**config.mk**
```make
export PLATFORM = sky130hd
export DESIGN_NAME = sm4_block_cipher_rounds_unit_flat
export DESIGN_NICKNAME = d
export VERILOG_FILES = /design/src/design/sm4r_pkg.sv /design/src/design/sm4r_if.sv /design/src/design/sm4r_front.sv /design/src/design/sm4r_queue.sv /design/src/design/sm4r_back.sv /design/src/design/sm4_block_cipher_rounds_unit.sv /design/src/flat_wrapper.sv
export SDC_FILE = /design/constraint.sdc
export NUM_CORES = 2
export LEC_CHECK = 0
export BUFFER_PORTS_ARGS = -buffer_cell sky130_fd_sc_hd__buf_2
export CAP_MARGIN = 40
export CORE_MARGIN = 4
export CORE_UTILIZATION = 30
export DETAILED_ROUTE_END_ITERATION = 7
export PLACE_DENSITY_LB_ADDON = 0.12
export RECOVER_POWER = 100
export SYNTH_ARGS = -nofsm -noshare
export SYNTH_HDL_FRONTEND = slang
export SYNTH_SLANG_ARGS = --single-unit
export TNS_END_PERCENT = 50
```
**constraint.sdc**
```tcl
create_clock -name clk_i -period 17.8 [get_ports clk_i]
set_input_delay 1.78 -clock clk_i [delete_from_list [all_inputs] [get_ports clk_i]]
set_output_delay 1.78 -clock clk_i [all_outputs]
set_load 0.005 [all_outputs]
```
**src/design/sm4r_pkg.sv**
```systemverilog
// ----------------------------------------------------------------------------
// SM4 rounds package
// Shared types, constants and the SM4 round function T (S-box and L).
// ----------------------------------------------------------------------------
package sm4r_pkg;

  localparam int KEY_IDX_W    = 5;
  localparam int WORD_W       = 32;
  localparam int BLOCK_W      = 128;
  localparam int HALF_W       = 64;
  localparam int KEY_DEPTH    = 32;
  localparam int QUEUE_DEPTH  = 2;
  localparam int QPTR_W       = 1;
  localparam int QCNT_W       = 2;

  typedef enum logic {
    OP_KEY   = 1'b0,
    OP_BLOCK = 1'b1
  } op_e;

  typedef struct packed {
    op_e                  op;
    logic [KEY_IDX_W-1:0] key_index;
    logic [WORD_W-1:0]    round_key;
    logic [BLOCK_W-1:0]   block;
  } cmd_t;

  typedef struct packed {
    logic valid;
    cmd_t cmd;
  } queue_head_t;

  localparam logic [7:0] SBOX [256] = '{
    8'hd6,8'h90,8'he9,8'hfe,8'hcc,8'he1,8'h3d,8'hb7,8'h16,8'hb6,8'h14,8'hc2,8'h28,8'hfb,8'h2c,8'h05,
    8'h2b,8'h67,8'h9a,8'h76,8'h2a,8'hbe,8'h04,8'hc3,8'haa,8'h44,8'h13,8'h26,8'h49,8'h86,8'h06,8'h99,
    8'h9c,8'h42,8'h50,8'hf4,8'h91,8'hef,8'h98,8'h7a,8'h33,8'h54,8'h0b,8'h43,8'hed,8'hcf,8'hac,8'h62,
    8'he4,8'hb3,8'h1c,8'ha9,8'hc9,8'h08,8'he8,8'h95,8'h80,8'hdf,8'h94,8'hfa,8'h75,8'h8f,8'h3f,8'ha6,
    8'h47,8'h07,8'ha7,8'hfc,8'hf3,8'h73,8'h17,8'hba,8'h83,8'h59,8'h3c,8'h19,8'he6,8'h85,8'h4f,8'ha8,
    8'h68,8'h6b,8'h81,8'hb2,8'h71,8'h64,8'hda,8'h8b,8'hf8,8'heb,8'h0f,8'h4b,8'h70,8'h56,8'h9d,8'h35,
    8'h1e,8'h24,8'h0e,8'h5e,8'h63,8'h58,8'hd1,8'ha2,8'h25,8'h22,8'h7c,8'h3b,8'h01,8'h21,8'h78,8'h87,
    8'hd4,8'h00,8'h46,8'h57,8'h9f,8'hd3,8'h27,8'h52,8'h4c,8'h36,8'h02,8'he7,8'ha0,8'hc4,8'hc8,8'h9e,
    8'hea,8'hbf,8'h8a,8'hd2,8'h40,8'hc7,8'h38,8'hb5,8'ha3,8'hf7,8'hf2,8'hce,8'hf9,8'h61,8'h15,8'ha1,
    8'he0,8'hae,8'h5d,8'ha4,8'h9b,8'h34,8'h1a,8'h55,8'had,8'h93,8'h32,8'h30,8'hf5,8'h8c,8'hb1,8'he3,
    8'h1d,8'hf6,8'he2,8'h2e,8'h82,8'h66,8'hca,8'h60,8'hc0,8'h29,8'h23,8'hab,8'h0d,8'h53,8'h4e,8'h6f,
    8'hd5,8'hdb,8'h37,8'h45,8'hde,8'hfd,8'h8e,8'h2f,8'h03,8'hff,8'h6a,8'h72,8'h6d,8'h6c,8'h5b,8'h51,
    8'h8d,8'h1b,8'haf,8'h92,8'hbb,8'hdd,8'hbc,8'h7f,8'h11,8'hd9,8'h5c,8'h41,8'h1f,8'h10,8'h5a,8'hd8,
    8'h0a,8'hc1,8'h31,8'h88,8'ha5,8'hcd,8'h7b,8'hbd,8'h2d,8'h74,8'hd0,8'h12,8'hb8,8'he5,8'hb4,8'hb0,
    8'h89,8'h69,8'h97,8'h4a,8'h0c,8'h96,8'h77,8'h7e,8'h65,8'hb9,8'hf1,8'h09,8'hc5,8'h6e,8'hc6,8'h84,
    8'h18,8'hf0,8'h7d,8'hec,8'h3a,8'hdc,8'h4d,8'h20,8'h79,8'hee,8'h5f,8'h3e,8'hd7,8'hcb,8'h39,8'h48
  };

  function automatic logic [WORD_W-1:0] sm4r_t_f(logic [WORD_W-1:0] v);
    logic [WORD_W-1:0] b;
    b = {SBOX[v[31:24]], SBOX[v[23:16]], SBOX[v[15:8]], SBOX[v[7:0]]};
    return b ^ {b[29:0], b[31:30]} ^ {b[21:0], b[31:22]}
             ^ {b[13:0], b[31:14]} ^ {b[7:0], b[31:8]};
  endfunction

endpackage

```
**src/design/sm4r_if.sv**
```systemverilog
// ----------------------------------------------------------------------------
// SM4 rounds channel interfaces
// Valid/ready channels for command beats and result beats.
// ----------------------------------------------------------------------------
interface sm4r_cmd_if;
  logic        valid;
  logic        ready;
  logic        action;
  logic [4:0]  key_index;
  logic [31:0] round_key;
  logic [63:0] block_high;
  logic [63:0] block_low;

  modport source (output valid, action, key_index, round_key, block_high, block_low,
                  input ready);
  modport sink   (input valid, action, key_index, round_key, block_high, block_low,
                  output ready);
endinterface

interface sm4r_res_if;
  logic        valid;
  logic        ready;
  logic [63:0] result_high;
  logic [63:0] result_low;

  modport source (output valid, result_high, result_low, input ready);
  modport sink   (input valid, result_high, result_low, output ready);
endinterface

```
**src/design/sm4r_front.sv**
```systemverilog
// ----------------------------------------------------------------------------
// SM4 rounds front end
// Accepts command beats, classifies them and registers them for the queue.
// ----------------------------------------------------------------------------
module sm4r_front import sm4r_pkg::*; (
  input  logic            clk_i,
  input  logic            rst_ni,
  sm4r_cmd_if.sink        cmd_i,
  input  logic            push_ready_i,
  output logic            push_valid_o,
  output cmd_t            push_cmd_o
);

  logic vld_q;
  cmd_t cmd_q;
  cmd_t cmd_d;
  logic accept;

  assign cmd_i.ready = !vld_q || push_ready_i;
  assign accept      = cmd_i.valid && cmd_i.ready;

  always_comb begin
    cmd_d           = cmd_q;
    cmd_d.op        = cmd_i.action ? OP_BLOCK : OP_KEY;
    cmd_d.key_index = cmd_i.key_index;
    cmd_d.round_key = cmd_i.round_key;
    if (cmd_i.action) begin
      cmd_d.block = {cmd_i.block_high, cmd_i.block_low};
    end
  end

  always_ff @(posedge clk_i or negedge rst_ni) begin
    if (!rst_ni) begin
      vld_q <= 1'b0;
    end else if (accept) begin
      vld_q <= 1'b1;
    end else if (push_ready_i) begin
      vld_q <= 1'b0;
    end
  end

  always_ff @(posedge clk_i) begin
    if (accept) begin
      cmd_q <= cmd_d;
    end
  end

  assign push_valid_o = vld_q;
  assign push_cmd_o   = cmd_q;

endmodule

```
**src/design/sm4r_queue.sv**
```systemverilog
// ----------------------------------------------------------------------------
// SM4 rounds command queue
// Short queue that decouples the front end from the round engine.
// ----------------------------------------------------------------------------
module sm4r_queue import sm4r_pkg::*; (
  input  logic        clk_i,
  input  logic        rst_ni,
  input  logic        push_valid_i,
  input  cmd_t        push_cmd_i,
  output logic        push_ready_o,
  output queue_head_t head_o,
  input  logic        pop_i
);

  cmd_t              mem_q [QUEUE_DEPTH];
  logic [QPTR_W-1:0] wr_ptr_q;
  logic [QPTR_W-1:0] rd_ptr_q;
  logic [QCNT_W-1:0] cnt_q;
  logic              push;
  logic              pop;

  assign push_ready_o = cnt_q != QCNT_W'(QUEUE_DEPTH);
  assign push         = push_valid_i && push_ready_o;
  assign pop          = pop_i && (cnt_q != '0);

  always_ff @(posedge clk_i or negedge rst_ni) begin
    if (!rst_ni) begin
      wr_ptr_q <= '0;
      rd_ptr_q <= '0;
      cnt_q    <= '0;
    end else begin
      if (push) begin
        wr_ptr_q <= wr_ptr_q + QPTR_W'(1);
      end
      if (pop) begin
        rd_ptr_q <= rd_ptr_q + QPTR_W'(1);
      end
      if (push && !pop) begin
        cnt_q <= cnt_q + QCNT_W'(1);
      end else if (pop && !push) begin
        cnt_q <= cnt_q - QCNT_W'(1);
      end
    end
  end

  always_ff @(posedge clk_i) begin
    if (push) begin
      mem_q[wr_ptr_q] <= push_cmd_i;
    end
  end

  assign head_o.valid = cnt_q != '0;
  assign head_o.cmd   = mem_q[rd_ptr_q];

endmodule

```
**src/design/sm4r_back.sv**
```systemverilog
// ----------------------------------------------------------------------------
// SM4 rounds engine
// Holds the round key table and runs one shared round per cycle, holding the last round while the result is not taken.
// ----------------------------------------------------------------------------
module sm4r_back import sm4r_pkg::*; #(
  parameter int NUM_ROUNDS = 32
) (
  input  logic        clk_i,
  input  logic        rst_ni,
  input  queue_head_t head_i,
  output logic        pop_o,
  sm4r_res_if.source  res_o
);

  typedef enum logic {
    ST_IDLE,
    ST_RUN
  } state_e;

  state_e               state_q;
  logic [KEY_IDX_W-1:0] cnt_q;
  logic [BLOCK_W-1:0]   w_q;
  logic                 out_vld_q;
  logic [HALF_W-1:0]    res_high_q;
  logic [HALF_W-1:0]    res_low_q;
  logic [WORD_W-1:0]    key_tbl_q [KEY_DEPTH];

  logic [WORD_W-1:0]    w0, w1, w2, w3;
  logic [WORD_W-1:0]    nw;
  logic                 last;
  logic                 out_free;
  logic                 finish;

  assign w0       = w_q[127:96];
  assign w1       = w_q[95:64];
  assign w2       = w_q[63:32];
  assign w3       = w_q[31:0];
  assign nw       = w0 ^ sm4r_t_f(w1 ^ w2 ^ w3 ^ key_tbl_q[cnt_q]);
  assign last     = cnt_q == KEY_IDX_W'(NUM_ROUNDS - 1);
  assign out_free = !out_vld_q || res_o.ready;
  assign finish   = (state_q == ST_RUN) && last && out_free;
  assign pop_o    = (state_q == ST_IDLE) && head_i.valid;

  always_ff @(posedge clk_i) begin
    if (pop_o && head_i.cmd.op == OP_KEY) begin
      key_tbl_q[head_i.cmd.key_index] <= head_i.cmd.round_key;
    end
  end

  always_ff @(posedge clk_i or negedge rst_ni) begin
    if (!rst_ni) begin
      state_q    <= ST_IDLE;
      cnt_q      <= '0;
      w_q        <= '0;
      out_vld_q  <= 1'b0;
      res_high_q <= '0;
      res_low_q  <= '0;
    end else begin
      if (finish) begin
        out_vld_q <= 1'b1;
      end else if (res_o.ready) begin
        out_vld_q <= 1'b0;
      end
      unique case (state_q)
        ST_IDLE: begin
          if (pop_o && head_i.cmd.op == OP_BLOCK) begin
            w_q     <= head_i.cmd.block;
            cnt_q   <= '0;
            state_q <= ST_RUN;
          end
        end
        ST_RUN: begin
          if (!last) begin
            w_q   <= {w1, w2, w3, nw};
            cnt_q <= cnt_q + KEY_IDX_W'(1);
          end else if (out_free) begin
            w_q        <= {w1, w2, w3, nw};
            res_high_q <= {nw, w3};
            res_low_q  <= {w2, w1};
            cnt_q      <= '0;
            state_q    <= ST_IDLE;
          end
        end
        default: begin
          state_q <= ST_IDLE;
        end
      endcase
    end
  end

  assign res_o.valid       = out_vld_q;
  assign res_o.result_high = res_high_q;
  assign res_o.result_low  = res_low_q;

endmodule

```
**src/design/sm4_block_cipher_rounds_unit.sv**
```systemverilog
// Blocks run one at a time through the single shared round unit.
// Key-load beats pass the queue and retire one per cycle while the engine is idle.
// Reset is asynchronous and clears the control state, the word and result registers.
// The round key table is not cleared and must be written before use.
// ----------------------------------------------------------------------------
// SM4 block cipher rounds unit
// Front end, command queue and round engine for 32-round SM4 block processing.
// ----------------------------------------------------------------------------
module sm4_block_cipher_rounds_unit import sm4r_pkg::*; #(
  parameter int NUM_ROUNDS = 32
) (
  input  logic       clk_i,
  input  logic       rst_ni,
  sm4r_cmd_if.sink   cmd_i,
  sm4r_res_if.source res_o
);

  logic        push_valid;
  logic        push_ready;
  cmd_t        push_cmd;
  queue_head_t head;
  logic        pop;

  sm4r_front u_front (
    .clk_i        (clk_i),
    .rst_ni       (rst_ni),
    .cmd_i        (cmd_i),
    .push_ready_i (push_ready),
    .push_valid_o (push_valid),
    .push_cmd_o   (push_cmd)
  );

  sm4r_queue u_queue (
    .clk_i        (clk_i),
    .rst_ni       (rst_ni),
    .push_valid_i (push_valid),
    .push_cmd_i   (push_cmd),
    .push_ready_o (push_ready),
    .head_o       (head),
    .pop_i        (pop)
  );

  sm4r_back #(
    .NUM_ROUNDS (NUM_ROUNDS)
  ) u_back (
    .clk_i  (clk_i),
    .rst_ni (rst_ni),
    .head_i (head),
    .pop_o  (pop),
    .res_o  (res_o)
  );

endmodule

```
**src/flat_wrapper.sv**
```systemverilog
// flat-port wrapper written by rule: the top's interface ports become plain ports
module sm4_block_cipher_rounds_unit_flat import sm4r_pkg::*;
#(
  parameter int NUM_ROUNDS = 32
)
  (clk_i, rst_ni, cmd_i_valid, cmd_i_action, cmd_i_key_index, cmd_i_round_key, cmd_i_block_high, cmd_i_block_low, cmd_i_ready, res_o_valid, res_o_result_high, res_o_result_low, res_o_ready);
  sm4r_cmd_if cmd_i_i ();
  sm4r_res_if res_o_i ();
  input  logic clk_i;
  input  logic rst_ni;
  input wire logic [$bits(cmd_i_i.valid)-1:0] cmd_i_valid;
  input wire logic [$bits(cmd_i_i.action)-1:0] cmd_i_action;
  input wire logic [$bits(cmd_i_i.key_index)-1:0] cmd_i_key_index;
  input wire logic [$bits(cmd_i_i.round_key)-1:0] cmd_i_round_key;
  input wire logic [$bits(cmd_i_i.block_high)-1:0] cmd_i_block_high;
  input wire logic [$bits(cmd_i_i.block_low)-1:0] cmd_i_block_low;
  output wire logic [$bits(cmd_i_i.ready)-1:0] cmd_i_ready;
  output wire logic [$bits(res_o_i.valid)-1:0] res_o_valid;
  output wire logic [$bits(res_o_i.result_high)-1:0] res_o_result_high;
  output wire logic [$bits(res_o_i.result_low)-1:0] res_o_result_low;
  input wire logic [$bits(res_o_i.ready)-1:0] res_o_ready;
  assign cmd_i_i.valid = cmd_i_valid;
  assign cmd_i_i.action = cmd_i_action;
  assign cmd_i_i.key_index = cmd_i_key_index;
  assign cmd_i_i.round_key = cmd_i_round_key;
  assign cmd_i_i.block_high = cmd_i_block_high;
  assign cmd_i_i.block_low = cmd_i_block_low;
  assign cmd_i_ready = cmd_i_i.ready;
  assign res_o_valid = res_o_i.valid;
  assign res_o_result_high = res_o_i.result_high;
  assign res_o_result_low = res_o_i.result_low;
  assign res_o_i.ready = res_o_ready;
  sm4_block_cipher_rounds_unit #(.NUM_ROUNDS(NUM_ROUNDS)) u_core (.clk_i(clk_i), .rst_ni(rst_ni), .cmd_i(cmd_i_i), .res_o(res_o_i));
endmodule
```
==> out/qor.txt <==
run status - finished with violations
failing checks - DRC, capacitance limit, slew limit
overall die height - 536 µm
Synth Cell Area - 83600 µm²
Die Wd - 536 µm
total number of vias - 59300
setup total negative slack - 0 ns
fmax - 85.0 MHz
Unique masters post-synth - 107
Final Hold Vio Count - 0
Gates resized, CTS repair - 0
Post-Syn Area per Cell - 12.8 µm²
core area - 277000 µm²
remaining global-route overflow - 0
largest net degree at the start of global routing - 132
minimum clock period - 11.76 ns
Synth Flop Type - edfxtp_1
DRT Wirelength - 326 mm
Ports - 300
Layout Cells excl Fill - 10600
Startpoint Class - register
Hold Buf Count CTS - 0
slew at the pin with the worst max-slew slack - 8.33 ns
area delta synth->final - 14.8%
most common cell in the netlist - edfxtp_1
clock skew - 0.0933 ns
Tcrit/Tclk final - 0.661
Core Rows - 193
number of synthesis warnings - 0
initial core utilization - 0.302
CTS H-tree depth - 4
Slew Limit Headroom - -4.55
fraction of registers with async set or reset after synthesis - 0.150
compound-cell area share of the yosys netlist - 0.139
CP Class - register to register
Syn Nets - 6703
count of final setup violators - 0
Residual DRC - 1
worst-path fanout max - 83
hold path cells - 0
worst skew pair latency - 0.87 ns
R2R depth - 7
first-pass GRT wire length - 459 mm
post-synth top area share - 0.547
Cells after Synth - 6513
Synth area leader - edfxtp_1
Post-Synth Simple-Gate Area - 0.0778
fillers - 27400
die footprint - 287000 µm²
XOR/XNOR Fraction of Synth Area - 0.0307
number of global-route vias before repair - 57300
Global Route Usage Sum - 0.220
Yosys reg bits - 1790
Sink Count - 1790
Total Nets Final - 6967
CTS Buf Count - 199
antenna-violating nets left - 0
Area contributors post-synth - edfxtp_1 (55%), dfrtp_1 (8.0%), mux2i_1 (6.7%), nand2_1 (3.2%), a21oi_1 (2.9%)
First-pass DRT Iterations - 8
RePlAce Congestion - 0.935
post-CTS setup buffers - 0
CTS tree - yes
routed length per placed instance - 30.7 µm
Req. time, crit path - 18.38 ns
placed insts - 10300
Seq/Total Area, Yosys - 0.627
DP Wirelength - 205 mm
CP arrival - 12.34 ns
list of most frequent post-synthesis cells - edfxtp_1 (1522), nand2_1 (722), mux2i_1 (556)
antenna violations before repair - 13
share of cells above drive strength 1 - 0.119
Initial DRC Count - 7301
# port buffers - 299
crit end category - register
RSZ-0062 raised after global routing - no
Post-synth EDFFs - 1522
clock buffer depth - 4
Hold Path Class - register to register
Via-to-Cell Ratio - 5.57
largest family of logic cells by synthesized area - compound AO/OA/AOI/OAI gates
clock tree root buffer cell - clkbuf_16
Final Max Tran Viols - 2200
clock slew at reported path FFs - 0.06 ns
Adder-Cell Fraction of Synth Area - 0.00349
max-cap violation count - 59
mux share of post-synthesis cell area - 0.0876
critical path, stage by stage (launching register included):
cell       delay, ns
dfrtp_1         0.95
clkbuf_1        2.43
clkbuf_1        5.62
buf_4           1.16
nor2b_1         0.11
a2111oi_0       0.66
buf_2           0.28
a211oi_1        0.06
metal layers:
layer / track usage / up-vias / share of wire
met1: 0.335 / 30800 / 0.47
li1: - / 25600 / -
met5: 0 / - / 0.000040
met2: 0.327 / 2501 / 0.44
met4: 0.0542 / 2 / 0.027
met3: 0.0295 / 424 / 0.066
kinds of logic (layout without fill, tap and decap cells):
kind of cell	count (synthesis)	count (layout)
xor+xnor	245	245
flops	1790	1790
compound gates	1767	1767
other cells	0	1
buf+inv	539	963
fa+ha+maj	24	24
mux	661	661
simple gates	1487	1487
area by class of cell:
class | instances | area [µm²] | share of cell area
Sequential cell | 1790 | 52400 | 0.547
Multi-Input combinational cell | 4184 | 29100 | 0.304
Clock buffer | 248 | 5320 | 0.0554
Tap cell | 3705 | 4640 | 0.0483
Timing Repair Buffer | 575 | 3280 | 0.0342
Clock inverter | 113 | 1030 | 0.0107
Inverter | 27 | 101 | 0.00106
Antenna cell | 1 | 2.50 | 0.0000261
sequential cells by signal (all words and copies together) (netlist names), 2 cells and up:
signal / cells
u_core.u_front.push_cmd_o: 166
u_core.u_queue.mem_q: 332
u_core.u_back.w_q: 128
u_core.u_back.res_o.result_low: 64
u_core.u_queue.cnt_q: 2
u_core.u_back.cnt_q: 5
u_core.u_back.key_tbl_q: 1024
u_core.u_back.res_o.result_high: 64
cell usage in the layout, fill, tap and decap left out, drive strengths merged, types with 23 or more instances in the layout:
master,netlist,final
nand3,106,106
mux4,51,51
mux2,54,54
clkbuf,217,513
o221ai,45,45
a221oi,49,49
nor2b,23,23
dfrtp,268,268
nor3,98,98
o31ai,24,24
inv,26,33
a311oi,24,24
nand2,725,725
buf,295,310
clkinv,1,81
o2111ai,27,27
nor2,408,408
o211ai,53,53
mux2i,556,556
xnor2,136,136
a2111oi,38,38
a21oi,484,484
o21ai,409,409
a22oi,221,221
o22ai,42,42
a31oi,43,43
nor4,37,37
xor2,90,90
o311ai,30,30
edfxtp,1522,1522
a211oi,87,87
final timing paths:
check                                         startpoint                     endpoint  slack, ns
max                              u_core.u_queue.rd_ptr_q        u_core.u_back.w_q[27]       6.04
min                        u_core.u_front.push_cmd_o[25]  u_core.u_queue.mem_q[1][25]       0.42
max reg2reg                      u_core.u_queue.rd_ptr_q        u_core.u_back.w_q[27]       6.04
min reg2reg                u_core.u_front.push_cmd_o[25]  u_core.u_queue.mem_q[1][25]       0.42
max in group asynchronous                         rst_ni       u_core.u_back.cnt_q[1]       8.39
min in group asynchronous                         rst_ni       u_core.u_back.w_q[116]       3.27
through the flow:
| stage | hold slack, ns | instance area, µm² | worst slack (ns) | util |
|---|---|---|---|---|
| after floorplan | 0.421 | 83600 | 9.60 | - |
| after global placement | 0.423 | 89500 | 8.67 | 0.323 |
| after detailed placement | 0.430 | 90600 | 9.20 | 0.327 |
| after CTS | 0.416 | 96900 | 9.08 | 0.350 |
| after global routing | 0.423 | 95900 | 4.84 | 0.347 |
| final | 0.424 | 95900 | 6.04 | 0.347 |
Power is not shown: default switching activity piles up to over one toggle a cycle in this logic, so the estimate is an artifact.
